[src/rtl/rks_pkg.sv]
// rks_pkg: shared constants and types of the record key sorter.
// Depends on nothing; every other file of the block uses it.
`timescale 1ns / 1ps

package rks_pkg;

  // Number of records one batch can hold (2 to 64).
  localparam int MAX_RECORDS = 32;
  // Fill count must reach MAX_RECORDS itself.
  localparam int CNT_W = $clog2(MAX_RECORDS + 1);

  typedef logic signed [31:0] key_t;
  typedef logic [15:0] tag_t;
  typedef logic [CNT_W-1:0] cnt_t;

  // Per-cycle command to every cell of the chain.
  typedef struct packed {
    logic load;   // insert the incoming word at its sorted place
    logic drain;  // shift everything one cell toward the head
  } cell_ctl_t;

endpackage

[src/rtl/rks_ifs.sv]
// rks_in_if / rks_out_if: valid/ready channels of the record key sorter.
// Depends on rks_pkg for the payload types.
`timescale 1ns / 1ps

interface rks_in_if;
  logic          valid;
  logic          ready;
  rks_pkg::key_t sort_key;
  rks_pkg::tag_t record_tag;
  logic          batch_end;

  modport source (output valid, sort_key, record_tag, batch_end, input ready);
  modport sink (input valid, sort_key, record_tag, batch_end, output ready);
endinterface

interface rks_out_if;
  logic          valid;
  logic          ready;
  rks_pkg::key_t out_key;
  rks_pkg::tag_t out_tag;
  logic          out_last;
  logic          overflowed;

  modport source (output valid, out_key, out_tag, out_last, overflowed, input ready);
  modport sink (input valid, out_key, out_tag, out_last, overflowed, output ready);
endinterface

[src/rtl/rks_cell.sv]
// rks_cell: one slot of the sorted insertion chain.
// Holds one key/tag pair; depends on rks_pkg.
`timescale 1ns / 1ps

module rks_cell (
  input  logic              clk,
  input  rks_pkg::cell_ctl_t ctl,
  input  logic              occupied,
  input  logic              prev_ins,
  input  rks_pkg::key_t     new_key,
  input  rks_pkg::tag_t     new_tag,
  input  rks_pkg::key_t     prev_key,
  input  rks_pkg::tag_t     prev_tag,
  input  rks_pkg::key_t     next_key,
  input  rks_pkg::tag_t     next_tag,
  output logic              ins,
  output rks_pkg::key_t     key,
  output rks_pkg::tag_t     tag
);

  rks_pkg::key_t key_r;
  rks_pkg::tag_t tag_r;

  // Empty slot or strictly greater key: new word lands here or further
  // toward the head. Equal keys stay ahead of the newcomer (stable).
  assign ins = !occupied || (key_r > new_key);

  // Load: first inserting slot takes the new word, later ones shift down.
  // Drain: take the neighbor toward the tail.
  always_ff @(posedge clk) begin
    if (ctl.drain) begin
      key_r <= next_key;
      tag_r <= next_tag;
    end else if (ctl.load && ins) begin
      if (prev_ins) begin
        key_r <= prev_key;
        tag_r <= prev_tag;
      end else begin
        key_r <= new_key;
        tag_r <= new_tag;
      end
    end
  end

  assign key = key_r;
  assign tag = tag_r;

endmodule

[src/rtl/record_key_sorter.sv]
// record_key_sorter: top level, a chain of rks_cell slots and its control.
// Depends on rks_pkg, rks_ifs (channel interfaces) and rks_cell.
//
// Usage: words arrive on in_ch (sort_key, record_tag, batch_end). Each
// accepted word is inserted into a chain of MAX_RECORDS cells that stays
// sorted ascending by signed key; equal keys keep arrival order. Loading
// takes one word per cycle; every cell compares the new key with its own
// in parallel and the tail part of the chain shifts down by one cell.
// Once the chain is full, further words are dropped and the batch is
// flagged as overflowed. The word with batch_end set closes the batch:
// in_ch.ready then drops and the cells drain from the head, one word per
// cycle while out_ch is ready, the last one carrying out_last. The first
// result is offered the cycle after batch_end is accepted. If out_ch
// stalls, the head word holds until taken. After the last result the
// block loads the next batch. Reset (rst_n low, synchronous) empties the
// chain and clears the overflow flag; the cell contents themselves are
// not cleared.
`timescale 1ns / 1ps

module record_key_sorter (
  input logic             clk,
  input logic             rst_n,
  rks_in_if.sink          in_ch,
  rks_out_if.source       out_ch
);

  typedef enum logic [1:0] {
    ST_LOAD  = 2'b01,
    ST_DRAIN = 2'b10
  } state_t;

  state_t            state_r, state_nxt;
  rks_pkg::cnt_t     count_r, count_nxt;
  logic              ovf_r, ovf_nxt;
  rks_pkg::cell_ctl_t ctl;
  logic              in_acc, out_acc, full;

  logic          ins_a    [rks_pkg::MAX_RECORDS];
  logic          prev_ins [rks_pkg::MAX_RECORDS];
  logic          occ_a    [rks_pkg::MAX_RECORDS];
  rks_pkg::key_t key_a    [rks_pkg::MAX_RECORDS];
  rks_pkg::tag_t tag_a    [rks_pkg::MAX_RECORDS];
  rks_pkg::key_t prev_key [rks_pkg::MAX_RECORDS];
  rks_pkg::tag_t prev_tag [rks_pkg::MAX_RECORDS];
  rks_pkg::key_t next_key [rks_pkg::MAX_RECORDS];
  rks_pkg::tag_t next_tag [rks_pkg::MAX_RECORDS];

  // Handshakes
  assign in_ch.ready  = (state_r == ST_LOAD);
  assign out_ch.valid = (state_r == ST_DRAIN);
  assign in_acc  = in_ch.valid && in_ch.ready;
  assign out_acc = out_ch.valid && out_ch.ready;
  assign full    = (count_r == rks_pkg::CNT_W'(rks_pkg::MAX_RECORDS));

  // Head cell is the output word
  assign out_ch.out_key    = key_a[0];
  assign out_ch.out_tag    = tag_a[0];
  assign out_ch.out_last   = (count_r == rks_pkg::CNT_W'(1));
  assign out_ch.overflowed = ovf_r;

  // Cell commands
  always_comb begin
    ctl.load  = in_acc && !full;
    ctl.drain = out_acc;
  end

  // Control: fill count, overflow flag, load/drain state
  always_comb begin
    state_nxt = state_r;
    count_nxt = count_r;
    ovf_nxt   = ovf_r;
    unique case (state_r)
      ST_LOAD: begin
        if (in_acc) begin
          if (full) ovf_nxt = 1'b1;
          else count_nxt = count_r + rks_pkg::CNT_W'(1);
          if (in_ch.batch_end) state_nxt = ST_DRAIN;
        end
      end
      ST_DRAIN: begin
        if (out_acc) begin
          count_nxt = count_r - rks_pkg::CNT_W'(1);
          if (out_ch.out_last) begin
            state_nxt = ST_LOAD;
            ovf_nxt   = 1'b0;
          end
        end
      end
      default: state_nxt = ST_LOAD;
    endcase
  end

  always_ff @(posedge clk) begin
    if (!rst_n) begin
      state_r <= ST_LOAD;
      count_r <= '0;
      ovf_r   <= 1'b0;
    end else begin
      state_r <= state_nxt;
      count_r <= count_nxt;
      ovf_r   <= ovf_nxt;
    end
  end

  // Cell chain with neighbor wiring
  for (genvar gi = 0; gi < rks_pkg::MAX_RECORDS; gi++) begin : g_cell
    assign occ_a[gi] = (rks_pkg::CNT_W'(gi) < count_r);

    if (gi == 0) begin : g_head
      assign prev_ins[gi] = 1'b0;
      assign prev_key[gi] = in_ch.sort_key;
      assign prev_tag[gi] = in_ch.record_tag;
    end else begin : g_body
      assign prev_ins[gi] = ins_a[gi-1];
      assign prev_key[gi] = key_a[gi-1];
      assign prev_tag[gi] = tag_a[gi-1];
    end

    if (gi == rks_pkg::MAX_RECORDS - 1) begin : g_tail
      assign next_key[gi] = key_a[gi];
      assign next_tag[gi] = tag_a[gi];
    end else begin : g_link
      assign next_key[gi] = key_a[gi+1];
      assign next_tag[gi] = tag_a[gi+1];
    end

    rks_cell u_cell (
      .clk      (clk),
      .ctl      (ctl),
      .occupied (occ_a[gi]),
      .prev_ins (prev_ins[gi]),
      .new_key  (in_ch.sort_key),
      .new_tag  (in_ch.record_tag),
      .prev_key (prev_key[gi]),
      .prev_tag (prev_tag[gi]),
      .next_key (next_key[gi]),
      .next_tag (next_tag[gi]),
      .ins      (ins_a[gi]),
      .key      (key_a[gi]),
      .tag      (tag_a[gi])
    );
  end

`ifndef ASSERT_OFF
  a_count_bound: assert property (@(posedge clk) disable iff (!rst_n)
    count_r <= rks_pkg::CNT_W'(rks_pkg::MAX_RECORDS))
    else $error("fill count beyond capacity");

  a_drain_nonempty: assert property (@(posedge clk) disable iff (!rst_n)
    out_ch.valid |-> count_r != '0)
    else $error("result offered from an empty chain");

  a_drain_step: assert property (@(posedge clk) disable iff (!rst_n)
    out_acc && !out_ch.out_last |=> count_r == $past(count_r) - rks_pkg::CNT_W'(1))
    else $error("drain did not remove exactly one word");

  a_batch_clear: assert property (@(posedge clk) disable iff (!rst_n)
    out_acc && out_ch.out_last |=> !ovf_r && count_r == '0 && in_ch.ready)
    else $error("batch state not cleared after last result");
`endif

endmodule
[src/flat_wrapper.sv]
// flat-port wrapper written by rule: the top's interface ports become plain ports
module record_key_sorter_flat 
  (clk, rst_n, in_ch_valid, in_ch_sort_key, in_ch_record_tag, in_ch_batch_end, in_ch_ready, out_ch_valid, out_ch_out_key, out_ch_out_tag, out_ch_out_last, out_ch_overflowed, out_ch_ready);
  rks_in_if in_ch_i ();
  rks_out_if out_ch_i ();
  input logic clk;
  input logic rst_n;
  input wire logic [$bits(in_ch_i.valid)-1:0] in_ch_valid;
  input wire logic [$bits(in_ch_i.sort_key)-1:0] in_ch_sort_key;
  input wire logic [$bits(in_ch_i.record_tag)-1:0] in_ch_record_tag;
  input wire logic [$bits(in_ch_i.batch_end)-1:0] in_ch_batch_end;
  output wire logic [$bits(in_ch_i.ready)-1:0] in_ch_ready;
  output wire logic [$bits(out_ch_i.valid)-1:0] out_ch_valid;
  output wire logic [$bits(out_ch_i.out_key)-1:0] out_ch_out_key;
  output wire logic [$bits(out_ch_i.out_tag)-1:0] out_ch_out_tag;
  output wire logic [$bits(out_ch_i.out_last)-1:0] out_ch_out_last;
  output wire logic [$bits(out_ch_i.overflowed)-1:0] out_ch_overflowed;
  input wire logic [$bits(out_ch_i.ready)-1:0] out_ch_ready;
  assign in_ch_i.valid = in_ch_valid;
  assign in_ch_i.sort_key = in_ch_sort_key;
  assign in_ch_i.record_tag = in_ch_record_tag;
  assign in_ch_i.batch_end = in_ch_batch_end;
  assign in_ch_ready = in_ch_i.ready;
  assign out_ch_valid = out_ch_i.valid;
  assign out_ch_out_key = out_ch_i.out_key;
  assign out_ch_out_tag = out_ch_i.out_tag;
  assign out_ch_out_last = out_ch_i.out_last;
  assign out_ch_overflowed = out_ch_i.overflowed;
  assign out_ch_i.ready = out_ch_ready;
  record_key_sorter u_core (.clk(clk), .rst_n(rst_n), .in_ch(in_ch_i), .out_ch(out_ch_i));
endmodule
[config.mk]
export PLATFORM = sky130hd
export DESIGN_NAME = record_key_sorter_flat
export DESIGN_NICKNAME = d
export VERILOG_FILES = /design/src/rtl/rks_pkg.sv /design/src/rtl/rks_ifs.sv /design/src/rtl/rks_cell.sv /design/src/rtl/record_key_sorter.sv /design/src/flat_wrapper.sv
export SDC_FILE = /design/constraint.sdc
export NUM_CORES = 2
export LEC_CHECK = 0
export BUFFER_PORTS_ARGS = -buffer_cell sky130_fd_sc_hd__buf_4
export CORE_UTILIZATION = 38
export CTS_BUF_LIST = sky130_fd_sc_hd__clkbuf_8
export DETAILED_ROUTE_END_ITERATION = 8
export PLACE_DENSITY_LB_ADDON = 0.08
export SYNTH_ARGS = -nofsm -noshare
export SYNTH_HDL_FRONTEND = slang
export SYNTH_SLANG_ARGS = --single-unit
[constraint.sdc]
create_clock -name clk -period 17.98 [get_ports clk]
set_clock_uncertainty 0.2 [all_clocks]
set_input_delay 0.899 -clock clk [delete_from_list [all_inputs] [get_ports clk]]
set_output_delay 0.899 -clock clk [all_outputs]
set_load 0.02 [all_outputs]
==> flow_summary.ini <==
[drt]
routed-via-count = 78400
drt_pre_antenna_iters = 6
drc = 0
vias_per_cell = 5.90
drt_iter0_drc = 8061
detail-route-antenna-nets = 0
wl_per_cell_um = 27.0
wl_um = 359000

[place]
hpwlAfterDp_um = 257000
gp_congestion = 0.918
dp_slack_ns = 11.19
port_buffers = 104

[clocking]
clock_path_buffers = 4
h-tree-depth = 5
root_buffer = clkbuf_8
cts_sinks = 1545
clk_latency_ns = 1.05
cts_tree = built
clkTransAtPathRegs_ns = 0.05
numCtsBuffers = 323

[grt]
antenna_found_initial = 10
grt_usage_pct = 26.3
grt_pass1_wl_um = 522000
grt_max_degree = 261
grt_overflow = 0
grt_pass1_vias = 76500

[critical_path]
crit_family = buffers and inverters
cp_max_fo = 260
cp-start-kind = flip-flop
slowest_delay_ns = 0.90
path_buf_inv = 5
crit_type = reg2reg
crit_path_top_delay_cell = buf_4
path_cells = nand2b_1 -> clkinv_1 -> and2_4 -> buf_4 -> buf_12 -> buf_4 -> buf_12 -> o21ai_0
critPathRequiredTime_ns = 18.47
arrival_ns = 6.54
cp-end-kind = flip-flop

[power_and_ir_drop]
power.leakage_nw = 38.5
irDropWorstVdd_v = 0.0000871
p_per_area_mw_per_mm2 = 89.1

[timing]
slew_viol_final = 0
fmax_mhz = 165
rsz0062_at_grt = no
setup_violations = 0
finalSetupTns_ns = 0
hold_violations = 0
max_slew_margin_pct = 20.4
holdWs_ns = 0.103
worst_pin_slew_ns = 1.19
fin_ws_ns = 11.94
period_share_pct = 33.6
finalCriticalPeriod_ns = 6.04

[synth]
synth_cells = 9661
yosysTopAreaCellShare_pct = 46.1
ys_types = 72
synth_area_leaders = edfxtp_1 46%, ha_1 13%, mux2i_1 11%
yosysTopAreaCell = edfxtp_1
synth-edff-count = 1536
yosysWarnings = 0
synth-seq-cells = 1545
syn_area_per_cell_um2 = 10.4
seq_area_frac_synth_pct = 46.2
async_reset_ff_share_pct = 0
synth_area_mm2 = 0.100
synthFlopType = edfxtp_1
syn-num-nets = 10700

[cells_and_area]
drive_gt1_share_pct = 7.75
syn_to_final_growth_pct = 9.64
nets = 10700
final_cell_mix = 1626 x nand2_1, 1536 x edfxtp_1, 1057 x mux2i_1, 1028 x ha_1, 934 x o21ai_0
final_common_cell = nand2_1

[floorplanning]
die_x_um = 515
placementRows = 188
start_util_pct = 38.2
die_h_um = 515
die_area_mm2 = 0.266
coreArea_mm2 = 0.262
boundaryPins = 105

[hold_path]
hp-class = in2reg

[status]
status = complete, no violations

[run]
cap_violations = 0
[per-layer routing]
layer | share of wire (%) | global-route usage, % | wire (µm) | up-vias
met1 | 49 | 40.2 | 176000 | 38700
met4 | 3.3 | 8.66 | 11800 | 8
met5 | 0.014 | 0 | 49 | -
met3 | 6.0 | 3.30 | 21700 | 581
met2 | 42 | 37.9 | 149000 | 2747
li1 | - | - | - | 36300
[per-stage QoR]
stage          power (W)  area [µm²]  utilization [%]  std cells
2_1_floorplan    0.00576      100000                -       9661
3_3_place_gp     0.00640      104000             39.8      12800
3_5_place_dp     0.00645      104000             39.8      12800
4_1_cts          0.00986      110000             41.9      13300
5_1_grt           0.0102      110000             41.9      13300
6_report         0.00979      110000             41.9      13300
[cell type report]
class | count | area [µm²]
Fill cell | 25400 | 152000
Multi-Input combinational cell | 7314 | 51100
Sequential cell | 1545 | 46300
Clock buffer | 327 | 4500
Tap cell | 3515 | 4400
Timing Repair Buffer | 281 | 2190
Clock inverter | 195 | 902
Inverter | 106 | 398
Antenna cell | 7 | 17.5
[worst min-delay path, stage by stage]
cell     delay (ns)
buf_4          0.14
mux2i_1        0.08
o21ai_1        0.11
[cell families (layout without fill, tap and decap cells)]
logic type | after synthesis | count (layout) | share of synthesized area [%]
other | 0 | 7 | 0
buffers and inverters | 802 | 909 | 3.35
and+or+nand+nor | 2760 | 2760 | 12.2
adders and majority gates | 1028 | 1028 | 12.8
muxes | 1105 | 1105 | 11.1
DFF | 1545 | 1545 | 46.2
xor gates and xnor gates | 6 | 6 | 0.0525
AOI/OAI and AO/OA | 2415 | 2415 | 14.2
[timing repair]
action	CTS	global route
hold endpoints to repair	9	0
setup endpoints to repair	0	0
hold buffers	4	0
gates resized for setup	0	0
buffers inserted	0	0
[registers in the layout, summed over array words and instances (netlist names)]
signal and cells:
u_core.count_r 6, u_core.out_ch.overflowed 1, u_core.g_cell.u_cell.key 1024, u_core.g_cell.u_cell.tag 512
u_core.state_r 2
[synth_stat cells, types with 11 or more instances]
library cell  number
a2111o_1          18
clkbuf_1         516
nor2_1           221
o21ai_0          957
o211ai_1         365
nor4_1            11
buf_6             17
a211oi_1          20
a221oi_1          12
o21ai_1          173
inv_1            105
mux2_2            48
a21oi_1          557
a21o_1           136
buf_2             72
nor2b_1           95
o221ai_1          13
nor3_1            59
nand2_1         1636
and3_1            18
a221o_1           18
buf_1             50
and4_1            31
nand4_1          200
o21a_1            16
nor4bb_1          27
ha_1            1028
mux2i_1         1057
buf_4             31
nand3_1          427
a211o_1           41
a31oi_1           22
edfxtp_1        1536
[path summary, 6_finish.rpt]
| path | slack [ns] | cells after the start | endpoint | start |
|---|---|---|---|---|
| max | 11.94 | 8 | u_core.g_cell[1].u_cell.tag[0]$_DFFE_PP_ | u_core.state_r[0]$_SDFFE_PN1P_ |
| min | 0.10 | 3 | u_core.g_cell[24].u_cell.key[24]$_DFFE_PP_ | in_ch_sort_key[24] |
| max reg2reg | 11.94 | 8 | u_core.g_cell[1].u_cell.tag[0]$_DFFE_PP_ | u_core.state_r[0]$_SDFFE_PN1P_ |
| min reg2reg | 0.30 | 2 | u_core.g_cell[30].u_cell.tag[9]$_DFFE_PP_ | u_core.g_cell[31].u_cell.tag[9]$_DFFE_PP_ |
[power breakdown]
| part | switching, W | total [W] | internal (W) |
|---|---|---|---|
| Clock | 0.00166 | 0.00338 | 0.00172 |
| Sequential | 0.000341 | 0.00479 | 0.00445 |
| Combinational | 0.00103 | 0.00162 | 0.000591 |
Power figures use the tool's default switching activity.
